File: config.mk
export PLATFORM = sky130hd
export DESIGN_NAME = vft_ctrl
export DESIGN_NICKNAME = d
export VERILOG_FILES = /design/src/hw/rtl/vft_pkg.sv /design/src/hw/rtl/vft_ctrl.sv
export SDC_FILE = /design/constraint.sdc
export NUM_CORES = 1
export LEC_CHECK = 0
export BUFFER_PORTS_ARGS = -buffer_cell sky130_fd_sc_hd__buf_4
export CAP_MARGIN = 10
export CORE_AREA = 3 3 40 42
export DETAILED_ROUTE_END_ITERATION = 8
export DIE_AREA = 0 0 43 45
export SLEW_MARGIN = 20
export SYNTH_ARGS = -nofsm -noshare
export SYNTH_HDL_FRONTEND = slang
export SYNTH_SLANG_ARGS = --single-unit
File: constraint.sdc
create_clock -name clk_i -period 0.9 [get_ports clk_i]
set_input_delay 0.18 -clock clk_i [delete_from_list [all_inputs] [get_ports clk_i]]
set_output_delay 0.18 -clock clk_i [all_outputs]
set_load 0.01 [all_outputs]
File: src/hw/rtl/vft_pkg.sv
// shared types and constants of the value frequency table
package vft_pkg;

  localparam int unsigned ValueW = 32;
  localparam int unsigned CountW = 31;
  localparam int unsigned SlotW  = 8;
  localparam logic [CountW-1:0] CountMax = {CountW{1'b1}};

  typedef enum logic [1:0] {
    StFound = 2'd0,
    StAdded = 2'd1,
    StFull  = 2'd2
  } status_e;

  typedef enum logic [0:0] {
    CtlIdle = 1'b0,
    CtlScan = 1'b1
  } ctl_state_e;

  typedef struct packed {
    logic start;
    logic scan_en;
    logic commit;
  } vft_cmd_t;

  typedef struct packed {
    logic hit;
    logic miss;
  } vft_sts_t;

endpackage

File: src/hw/rtl/vft_ctrl.sv
// controller state machine of the value frequency table
module vft_ctrl (
  input  logic              clk_i,
  input  logic              rst_ni,
  input  logic              in_valid_i,
  output logic              in_ready_o,
  output logic              out_valid_o,
  input  logic              out_ready_i,
  input  vft_pkg::vft_sts_t sts_i,
  output vft_pkg::vft_cmd_t cmd_o
);
  import vft_pkg::*;

  ctl_state_e state_q, state_d;
  logic       out_valid_q, out_valid_d;
  logic       out_busy;
  logic       done;

  assign out_busy = out_valid_q && !out_ready_i;
  assign done     = sts_i.hit || sts_i.miss;

  always_comb begin
    state_d = state_q;
    case (state_q)
      CtlIdle: begin
        if (in_valid_i) begin
          state_d = CtlScan;
        end
      end
      CtlScan: begin
        if (done && !out_busy) begin
          state_d = CtlIdle;
        end
      end
      default: state_d = CtlIdle;
    endcase
  end

  always_comb begin
    in_ready_o    = 1'b0;
    cmd_o.start   = 1'b0;
    cmd_o.scan_en = 1'b0;
    cmd_o.commit  = 1'b0;
    case (state_q)
      CtlIdle: begin
        in_ready_o  = 1'b1;
        cmd_o.start = in_valid_i;
      end
      CtlScan: begin
        cmd_o.scan_en = !done;
        cmd_o.commit  = done && !out_busy;
      end
      default: ;
    endcase
  end

  always_comb begin
    out_valid_d = out_valid_q;
    if (cmd_o.commit) begin
      out_valid_d = 1'b1;
    end else if (out_ready_i) begin
      out_valid_d = 1'b0;
    end
  end

  always_ff @(posedge clk_i or negedge rst_ni) begin
    if (!rst_ni) begin
      state_q     <= CtlIdle;
      out_valid_q <= 1'b0;
    end else begin
      state_q     <= state_d;
      out_valid_q <= out_valid_d;
    end
  end

  assign out_valid_o = out_valid_q;

endmodule

### Word level (Yosys, flattened, before mapping)

Cells that the tools add are included.

* memory bits (read-only): 0
* memories kept: 0
* flip-flop bits (word level): 2
* bits in latches: 0
* input port bits: 6
* memory bits (writable): 0

* bitwise operators: 1
* shift-type cells: 0
* reductions and logical operators: 7
* equal/unequal tests: 0
* muxes and demuxes: 8
* $add $sub $neg: 0
* multipliers: 0
* div/mod/pow operators: 0
* $lt $le $gt $ge: 0

Operator list (number)
* $mux 1: 6
* $logic_not 1->1: 3
* $logic_and 1x1->1: 2
* $mux 2: 1
* $pmux 1 s2: 1
* $reduce_bool 2->1: 1
* $logic_or 1x1->1: 1
* $not 1->1: 1

### Logic depth before layout (Yosys ltp)

Gate-level depths: netlist of the first run.

* depth after elaboration: 6
* depth in mapped cells: 3
* gate-level depth less buffers: 2

### Worst setup path after synthesis of the first run

No wires, ideal clock.

* path type: register to output
* start point: register out_valid_q, in the netlist out_valid_o
* end point: output cmd_o[0] (netlist bit)
* arrival: 748 ps
* path slack: -28 ps
* buffers on the path: 1
* stages on the path, launching flop included: 4
* cell sequence: dfrtp_1 -> nor2b_1 -> nor2_1 -> buf_4

RTL lines
* start, declared: RTL line vft_ctrl.sv:15 `logic out_valid_q, out_valid_d;`
* start signal, assigned: RTL line vft_ctrl.sv:72 `out_valid_q <= out_valid_d;`
* end, declared: RTL line vft_ctrl.sv:10 `output vft_pkg::vft_cmd_t cmd_o`

==> results of run 1 <==
-- layer usage --
layer,track usage [%],share of wire (%),up-vias
li1,-,-,65
met1,3.86,34,63
met2,7.49,58,7
met3,3.59,7.9,0
met4,5.42,0,0
met5,0,0,-
-- placed cells by master, fill, tap and decap left out --
master         instances
dfrtp_1                2
nor3_2                 1
o22a_1                 1
dlygate4sd3_1          1
inv_2                  1
buf_6                  4
clkbuf_4               3
nor2b_4                1
nand2b_1               1
buf_4                  8
o21ai_2                1
and2b_2                1
nor2_1                 1
-- final timing paths --
path / from / endpoint / slack, ns / cells past startpoint
max: state_q$_DFF_PN0_ / cmd_o[2] / -0.26 / 2
min: in_valid_i / state_q$_DFF_PN0_ / 0.20 / 2
max reg2reg: state_q$_DFF_PN0_ / state_q$_DFF_PN0_ / 0.01 / 3
min reg2reg: state_q$_DFF_PN0_ / state_q$_DFF_PN0_ / 0.61 / 1
max in group asynchronous: rst_ni / state_q$_DFF_PN0_ / 0.54 / 2
min in group asynchronous: rst_ni / out_valid_o$_DFFE_PN0P_ / 0.28 / 2
-- report_power, final --
group	internal (W)	total [W]	switching, W
clock	0.000147	0.000199	0.0000523
combinational	0.000227	0.000349	0.000122
sequential	0.000124	0.000158	0.0000339
-- sequential cells by signal (all words and copies together), names as in the netlist --
register     flops
out_valid_o      1
state_q          1
-- repair_timing --
item / 4_1_cts / 5_1_grt
pin swaps: 1 / 0
gates resized for setup: 4 / 0
endpoints found under the setup margin: 6 / 6
hold endpoints to repair: 2 / 0
hold buffers: 1 / 0
-- kinds of logic after synthesis --
group                  after synthesis  share of synthesized area, %
AND/OR/NAND/NOR                      5                          30.8
AO/OA/AOI/OAI                        2                          15.4
buffers and inverters                2                          9.89
flip-flops                           2                          44.0
-- final cells by class --
cell class                      count  area, µm²
Clock buffer                        3       22.5
Fill cell                         146       1010
Inverter                            1       3.75
Multi-Input combinational cell      7       60.1
Sequential cell                     2       50.0
Tap cell                           15       18.8
Timing Repair Buffer               13        115
-- through the flow --
stage / util (%) / setup slack [ns] / hold WS, ns / instance area, µm²
after floorplan: - / 0.00449 / -0.116 / 121
after global placement: 17.3 / -0.0268 / -0.0360 / 223
after detailed placement: 17.3 / -0.0445 / -0.0349 / 223
after CTS: 21.0 / -0.279 / 0.192 / 270
after global routing: 21.0 / -0.302 / 0.192 / 270
final: 21.0 / -0.260 / 0.195 / 270
-- critical path: cells and delay by family, from the launching register on --
family                 cells  cell delay, ns
flip-flops                 1            0.40
AND/OR/NAND/NOR            1            0.24
buffers and inverters      1            0.11
==> flow_summary.json, run 1 <==
{
  "seq_area_frac_synth_pct": 44.0,
  "synth.most_common_cell": "dfrtp_1",
  "ys_top_cells_by_area": "dfrtp_1 44%, nor3_2 8.8%, and2b_2 7.7%, o21ai_2 7.7%, o22a_1 7.7%",
  "clkTransAtPathRegs_ns": 0.03,
  "power_w": 0.000707,
  "layout.cells.non_filler": 41,
  "vias_per_cell": 3.29,
  "antenna_found_initial": 0,
  "cts_tree": "yes",
  "fp.coreArea_um2": 1280,
  "path_class": "reg2out",
  "drv_cap": 0,
  "core.rowCount": 13,
  "io_pins": 11,
  "die_x_um": 43,
  "drt-total-wl_um": 331,
  "power.density_nw_per_um2": 2610,
  "setup_violations": 5,
  "synthArstFlopShare_pct": 100,
  "synth-edff-count": 0,
  "crit_arrival_ns": 0.98,
  "finalCritPeriodShare_pct": 129,
  "period_minus_slack_ns": 1.16,
  "htree_levels": 1,
  "dr.pass1.iters": 2,
  "num_vias": 135,
  "hp-class": "in2reg",
  "place_congestion": 0.575,
  "groute.usage.overall_pct": 4.91,
  "clock_latency_ns": 0.22,
  "setup_slack_ns": -0.260,
  "max_slew_margin_pct": 89.3,
  "fin_tns_setup_ns": -0.882,
  "grt_pass1_vias": 160,
  "syn-cell-area_um2": 114,
  "synth_cell_types": 10,
  "ys_ff_latch": 2,
  "rsz0062_at_grt": "true",
  "cts-root-buf": "clkbuf_4",
  "cts_buffer_depth": 2,
  "finalClockSkew_ns": 0.000824,
  "dp.cells": 37,
  "drive_gt1_share_pct": 76.9,
  "final-hold-violation-count": 0,
  "crit_slowest_cell": "dfrtp_1",
  "finalMaxSlewViolations": 0,
  "violations": "setup timing",
  "area_growth_pct": 137,
  "syn_inst": 11,
  "cts_setup_buffers": 0,
  "worstPathMaxFanout": 4,
  "fp.dieH_um": 45,
  "worstSetupStartpointType": "flop",
  "slowest_delay_ns": 0.40,
  "final_nets": 34,
  "die_area_um2": 1940,
  "outcome": "finished with violations",
  "synth_area_per_cell_um2": 10.4,
  "antennaDiodeCount": 0,
  "wire_per_inst_um": 8.07,
  "ant_nets": 0,
  "port_buffers": 10,
  "tightest_slew_ns": 0.160,
  "crit_required_ns": 0.72,
  "synthFlopType": "dfrtp_1",
  "end_kind": "primary output",
  "grt_overflow": 0,
  "drc_errors": 0,
  "netlist.top_cell.by_area": "dfrtp_1",
  "cts_buffers": 3,
  "yosys_warnings": 0,
  "start_util_pct": 8.86,
  "synth_fp_nets": 17,
  "grt_max_degree": 5,
  "ir_drop_v": 0.000329,
  "crit_chain": "and2b_2 -> buf_6",
  "drtIter0Drc": 2,
  "fmax_ghz": 0.862,
  "clkSinkCount": 2,
  "p_leak_nw": 0.134,
  "synth_top_area_share_pct": 44.0,
  "grt_pass1_wl_um": 627
}
Power figures use the tool's default switching activity.
==> inputs of run 2 (changes only) <==
--- a/config.mk
+++ b/config.mk
@@ -5,11 +5,11 @@
 export SDC_FILE = /design/constraint.sdc
 export NUM_CORES = 1
 export LEC_CHECK = 0
-export BUFFER_PORTS_ARGS = -buffer_cell sky130_fd_sc_hd__buf_4
+export BUFFER_PORTS_ARGS = -buffer_cell sky130_fd_sc_hd__buf_2
 export CAP_MARGIN = 10
-export CORE_AREA = 3 3 40 42
+export CORE_AREA = 2 2 39 41
 export DETAILED_ROUTE_END_ITERATION = 8
-export DIE_AREA = 0 0 43 45
+export DIE_AREA = 0 0 41 43
 export SLEW_MARGIN = 20
 export SYNTH_ARGS = -nofsm -noshare
 export SYNTH_HDL_FRONTEND = slang
==> flow_summary.json, run 2 (synthesis gave the netlist of run 1 again) <==
{
  "final_cell_mix": "7 x buf_2, 4 x buf_6, 3 x clkbuf_4",
  "grt_pass1_wl_um": 552,
  "sw_frac_of_total_pct": 30.5,
  "switchingPower_w": 0.000201,
  "finalClockSkew_ns": 0.00148,
  "setup_slack_ns": -0.252,
  "hp-class": "in2reg",
  "crit_arrival_ns": 0.97,
  "fp.coreArea_um2": 1380,
  "drv_cap": 0,
  "worstSetupStartpointType": "flop",
  "fill_cells": 160,
  "fp.dieH_um": 43,
  "crit_slowest_cell": "dfrtp_1",
  "port_buffers": 10,
  "num_vias": 131,
  "fin_tns_setup_ns": -0.785,
  "pre_cts_slack_ns": -0.0283,
  "place_congestion": 0.453,
  "slowest_delay_ns": 0.40,
  "worstPathMaxFanout": 4,
  "area_growth_pct": 116,
  "critical_path_buf_inv_count": 1,
  "power_w": 0.000661,
  "drive_gt1_share_pct": 76.0,
  "clkSinkCount": 2,
  "htree_levels": 1,
  "antennaDiodeCount": 0,
  "final-hold-violation-count": 0,
  "final_nets": 33,
  "start_util_pct": 8.23,
  "cts_buffer_depth": 2,
  "dr.pass1.iters": 1,
  "period_minus_slack_ns": 1.15,
  "wire_per_inst_um": 8.10,
  "critPathTopFamily": "flip-flops",
  "antenna_found_initial": 0,
  "holdWs_ns": 0.195,
  "vias_per_cell": 3.20,
  "end_kind": "primary output",
  "violations": "setup timing",
  "p_seq_share_pct": 23.7,
  "p_leak_nw": 0.124,
  "cts_buffers": 3,
  "clkTransAtPathRegs_ns": 0.03,
  "max_slew_margin_pct": 89.9,
  "path_class": "reg2out",
  "drc_errors": 0,
  "tightest_slew_ns": 0.151,
  "clock_latency_ns": 0.22,
  "core.rowCount": 14,
  "multi_input_area_um2": 60.1,
  "p_clk_share_pct": 30.2,
  "grt_max_degree": 5,
  "ir_drop_v": 0.000280,
  "drtIter0Drc": 0,
  "setup_violations": 5,
  "ant_nets": 0,
  "power.density_nw_per_um2": 2680,
  "dp_hpwl_um": 234,
  "drt-total-wl_um": 332,
  "grt_overflow": 0,
  "cts_tree": "yes",
  "outcome": "finished with violations",
  "r2r_slack_ns": 0.02,
  "rsz0062_at_grt": "true",
  "cts-root-buf": "clkbuf_4",
  "io_pins": 11,
  "grt_pass1_vias": 148,
  "groute.usage.overall_pct": 5.91,
  "crit_chain": "and2b_2 -> buf_6",
  "die_area_um2": 1760,
  "final_common_cell": "buf_2",
  "fmax_ghz": 0.868,
  "finalMaxSlewViolations": 0,
  "combPwrFrac_pct": 46.1,
  "register_area_um2": 50.0,
  "final_util_pct": 17.8,
  "crit_required_ns": 0.72,
  "p_int_w": 0.000460,
  "finalCritPeriodShare_pct": 128,
  "die_x_um": 41
}
==> run 2: path summary, 6_finish.rpt <==
kind,start,to,cells past startpoint
max,state_q$_DFF_PN0_,cmd_o[2],2
max in group asynchronous,rst_ni,out_valid_o$_DFFE_PN0P_,2
min,in_valid_i,state_q$_DFF_PN0_,2
min reg2reg,state_q$_DFF_PN0_,state_q$_DFF_PN0_,1
min in group asynchronous,rst_ni,state_q$_DFF_PN0_,2
max reg2reg,state_q$_DFF_PN0_,state_q$_DFF_PN0_,3
==> run 2: power by group through the flow <==
stage / logic (W) / registers [W] / clock network [W]
after detailed placement: 0.000237 / 0.000155 / 0
after floorplan: 0.000145 / 0.000158 / 0
after global placement: 0.000237 / 0.000153 / 0
after global routing: 0.000340 / 0.000162 / 0.000225
final: 0.000305 / 0.000157 / 0.000199
after CTS: 0.000298 / 0.000154 / 0.000212
==> run 2: through the flow <==
| step | instances | cell area (µm²) |
|---|---|---|
| floorplan | 11 | 121 |
| global placement | 37 | 191 |
| detailed placement | 37 | 191 |
| CTS | 42 | 244 |
| global route | 41 | 246 |
| finish | 41 | 246 |
==> run 2: area by class of cell <==
cell class | instances | area share [%]
timing repair buffer | 12 | 36.5
multi-input combinational | 7 | 24.4
sequential | 2 | 20.3
clock buffer | 3 | 9.14
tap | 16 | 8.12
inverter | 1 | 1.52
==> run 2: repair_timing <==
| action | CTS | global route |
|---|---|---|
| hold buffers | 1 | 0 |
| endpoints found under the hold margin | 2 | 0 |
| pin swaps | 1 | 1 |
| resized for setup | 2 | 2 |
| setup endpoints to repair | 5 | 7 |
| buffers inserted | 1 | 1 |
==> run 2: worst register-to-register path, delay by kind of cell (launching register included) <==
family	cells	cell delay (ns)
AOI/OAI and AO/OA	2	0.25
DFF	1	0.40
buffers and inverters	1	0.12
==> run 2: layer usage <==
layer / up-vias / routed length [µm] / share of wire, % / track usage [%]
li1: 63 / - / - / -
met1: 63 / 93 / 28 / 2.56
met2: 5 / 218 / 66 / 9.38
met3: 0 / 21 / 6.3 / 1.57
met4: 0 / 0 / 0 / 12.0
met5: - / 0 / 0 / 0
==> inputs of run 3 (changes only) <==
--- a/config.mk
+++ b/config.mk
@@ -10,6 +10,7 @@
 export CORE_AREA = 2 2 39 41
 export DETAILED_ROUTE_END_ITERATION = 8
 export DIE_AREA = 0 0 41 43
+export SETUP_SLACK_MARGIN = 0.3
 export SLEW_MARGIN = 20
 export SYNTH_ARGS = -nofsm -noshare
 export SYNTH_HDL_FRONTEND = slang
==> flow_summary.json, run 3 (synthesis gave the netlist of run 1 again) <==
{
  "dr.pass1.iters": 1,
  "outcome": "finished with violations",
  "antenna_found_initial": 0,
  "drv_cap": 0,
  "rsz0062_at_grt": "true",
  "ir_drop_v": 0.000326,
  "hp-class": "in2reg",
  "cts-root-buf": "clkbuf_4",
  "drtIter0Drc": 0,
  "start_util_pct": 8.23,
  "max_slew_margin_pct": 90.2,
  "fp.coreArea_um2": 1380,
  "critPathTopFamily": "flip-flops",
  "switchingPower_w": 0.000215,
  "crit_arrival_ns": 0.96,
  "port_buffers": 10,
  "setup_violations": 5,
  "drc_errors": 0,
  "end_kind": "primary output",
  "fmax_ghz": 0.874,
  "path_class": "reg2out",
  "crit_required_ns": 0.72,
  "wire_per_inst_um": 7.36,
  "fp.dieH_um": 43,
  "place_congestion": 0.481,
  "fin_tns_setup_ns": -0.780,
  "cp-startpoint": "state_q$_DFF_PN0_",
  "dp_hpwl_um": 227,
  "drt-met1-wl_um": 85,
  "grt_max_degree": 5,
  "p_leak_nw": 0.133,
  "io_pins": 11,
  "clock_latency_ns": 0.23,
  "holdWs_ns": 0.190,
  "p_int_w": 0.000465,
  "finalClockSkew_ns": 0.00104,
  "cts_tree": "yes",
  "p_seq_share_pct": 22.2,
  "combPwrFrac_pct": 48.1,
  "drt-total-wl_um": 309,
  "layout.cells.non_filler": 42,
  "final_cell_mix": "8 x buf_2, 3 x clkbuf_4, 3 x buf_6",
  "period_minus_slack_ns": 1.14,
  "slowest_delay_ns": 0.39,
  "grt_pass1_vias": 135,
  "top_layer": "met3",
  "grt_overflow": 0,
  "die_x_um": 41,
  "crit_slowest_cell": "dfrtp_1",
  "final_nets": 34,
  "wl_met3_um": 24,
  "finalCritPeriodShare_pct": 127,
  "cts_buffer_depth": 2,
  "final_common_cell": "buf_2",
  "groute.usage.overall_pct": 4.71,
  "power.density_nw_per_um2": 2600,
  "fill_cells": 156,
  "core.rowCount": 14,
  "clkSinkCount": 2,
  "dp.cells": 37,
  "area_growth_pct": 130,
  "setup_slack_ns": -0.245,
  "critical_path_buf_inv_count": 1,
  "die_area_um2": 1760,
  "tightest_slew_ns": 0.147,
  "grt_pass1_wl_um": 414,
  "cts_buffers": 3,
  "final-hold-violation-count": 0,
  "violations": "setup timing",
  "clkTransAtPathRegs_ns": 0.03,
  "worstHoldStart": "in_valid_i",
  "met2WireLength_um": 199,
  "vias_per_cell": 3.17,
  "htree_levels": 1,
  "drive_gt1_share_pct": 80.8,
  "crit_chain": "and2b_2 -> buf_6",
  "num_vias": 133,
  "ant_nets": 0,
  "finalMaxSlewViolations": 0,
  "p_clk_share_pct": 29.7,
  "sw_frac_of_total_pct": 31.6,
  "antennaDiodeCount": 0,
  "worstSetupStartpointType": "flop",
  "worstReg2RegStart": "out_valid_o$_DFFE_PN0P_",
  "worstPathMaxFanout": 4
}
## run 3: cell types whose count changed in the layout (fill, tap and decap cells not counted), sizes merged
cell  previous run  this run
buf             11        12
## run 3: timing repair
| action | CTS | global route |
|---|---|---|
| pin swaps | 1 | 0 |
| resized for setup | 4 | 0 |
| setup buffers | 1 | 0 |
| hold endpoints to repair | 2 | 0 |
| hold buffers | 1 | 0 |
| endpoints found under the setup margin | 7 | 7 |
## run 3: layer usage
layer  GRT usage (%)  vias to the layer above
li1                -                       66
met1            1.60                       59
met2            6.56                        8
met3            1.57                        0
met4            12.0                        0
met5               0                        -
## run 3: final timing paths
check	slack [ns]	cells after the start	end
max	-0.24	2	cmd_o[2]
min	0.19	2	state_q$_DFF_PN0_
max reg2reg	0.04	3	state_q$_DFF_PN0_
min reg2reg	0.58	1	state_q$_DFF_PN0_
max in group asynchronous	0.54	2	out_valid_o$_DFFE_PN0P_
min in group asynchronous	0.27	2	state_q$_DFF_PN0_
## run 3: layout make-up
class,instances,area (µm²),area share [%]
sequential,2,50.0,19.1
inverter,1,3.75,1.44
tap,16,20.0,7.66
timing repair buffer,13,91.3,34.9
multi-input combinational,7,73.8,28.2
clock buffer,3,22.5,8.61
## run 3: through the flow
stage | cell area, µm² | setup slack (ns) | power (W) | util, %
floorplan | 128 | 0.00467 | 0.000310 | -
global placement | 198 | -0.0196 | 0.000399 | 14.3
detailed placement | 198 | -0.0227 | 0.000401 | 14.3
CTS | 262 | -0.265 | 0.000700 | 18.9
global route | 262 | -0.280 | 0.000731 | 18.9
finish | 262 | -0.245 | 0.000680 | 18.9
## run 3: power groups by stage
stage	logic, W	registers [W]	clock network [W]
after floorplan	0.000152	0.000158	0
after global placement	0.000246	0.000153	0
after detailed placement	0.000247	0.000154	0
after CTS	0.000331	0.000153	0.000216
after global routing	0.000357	0.000156	0.000219
final	0.000327	0.000151	0.000202
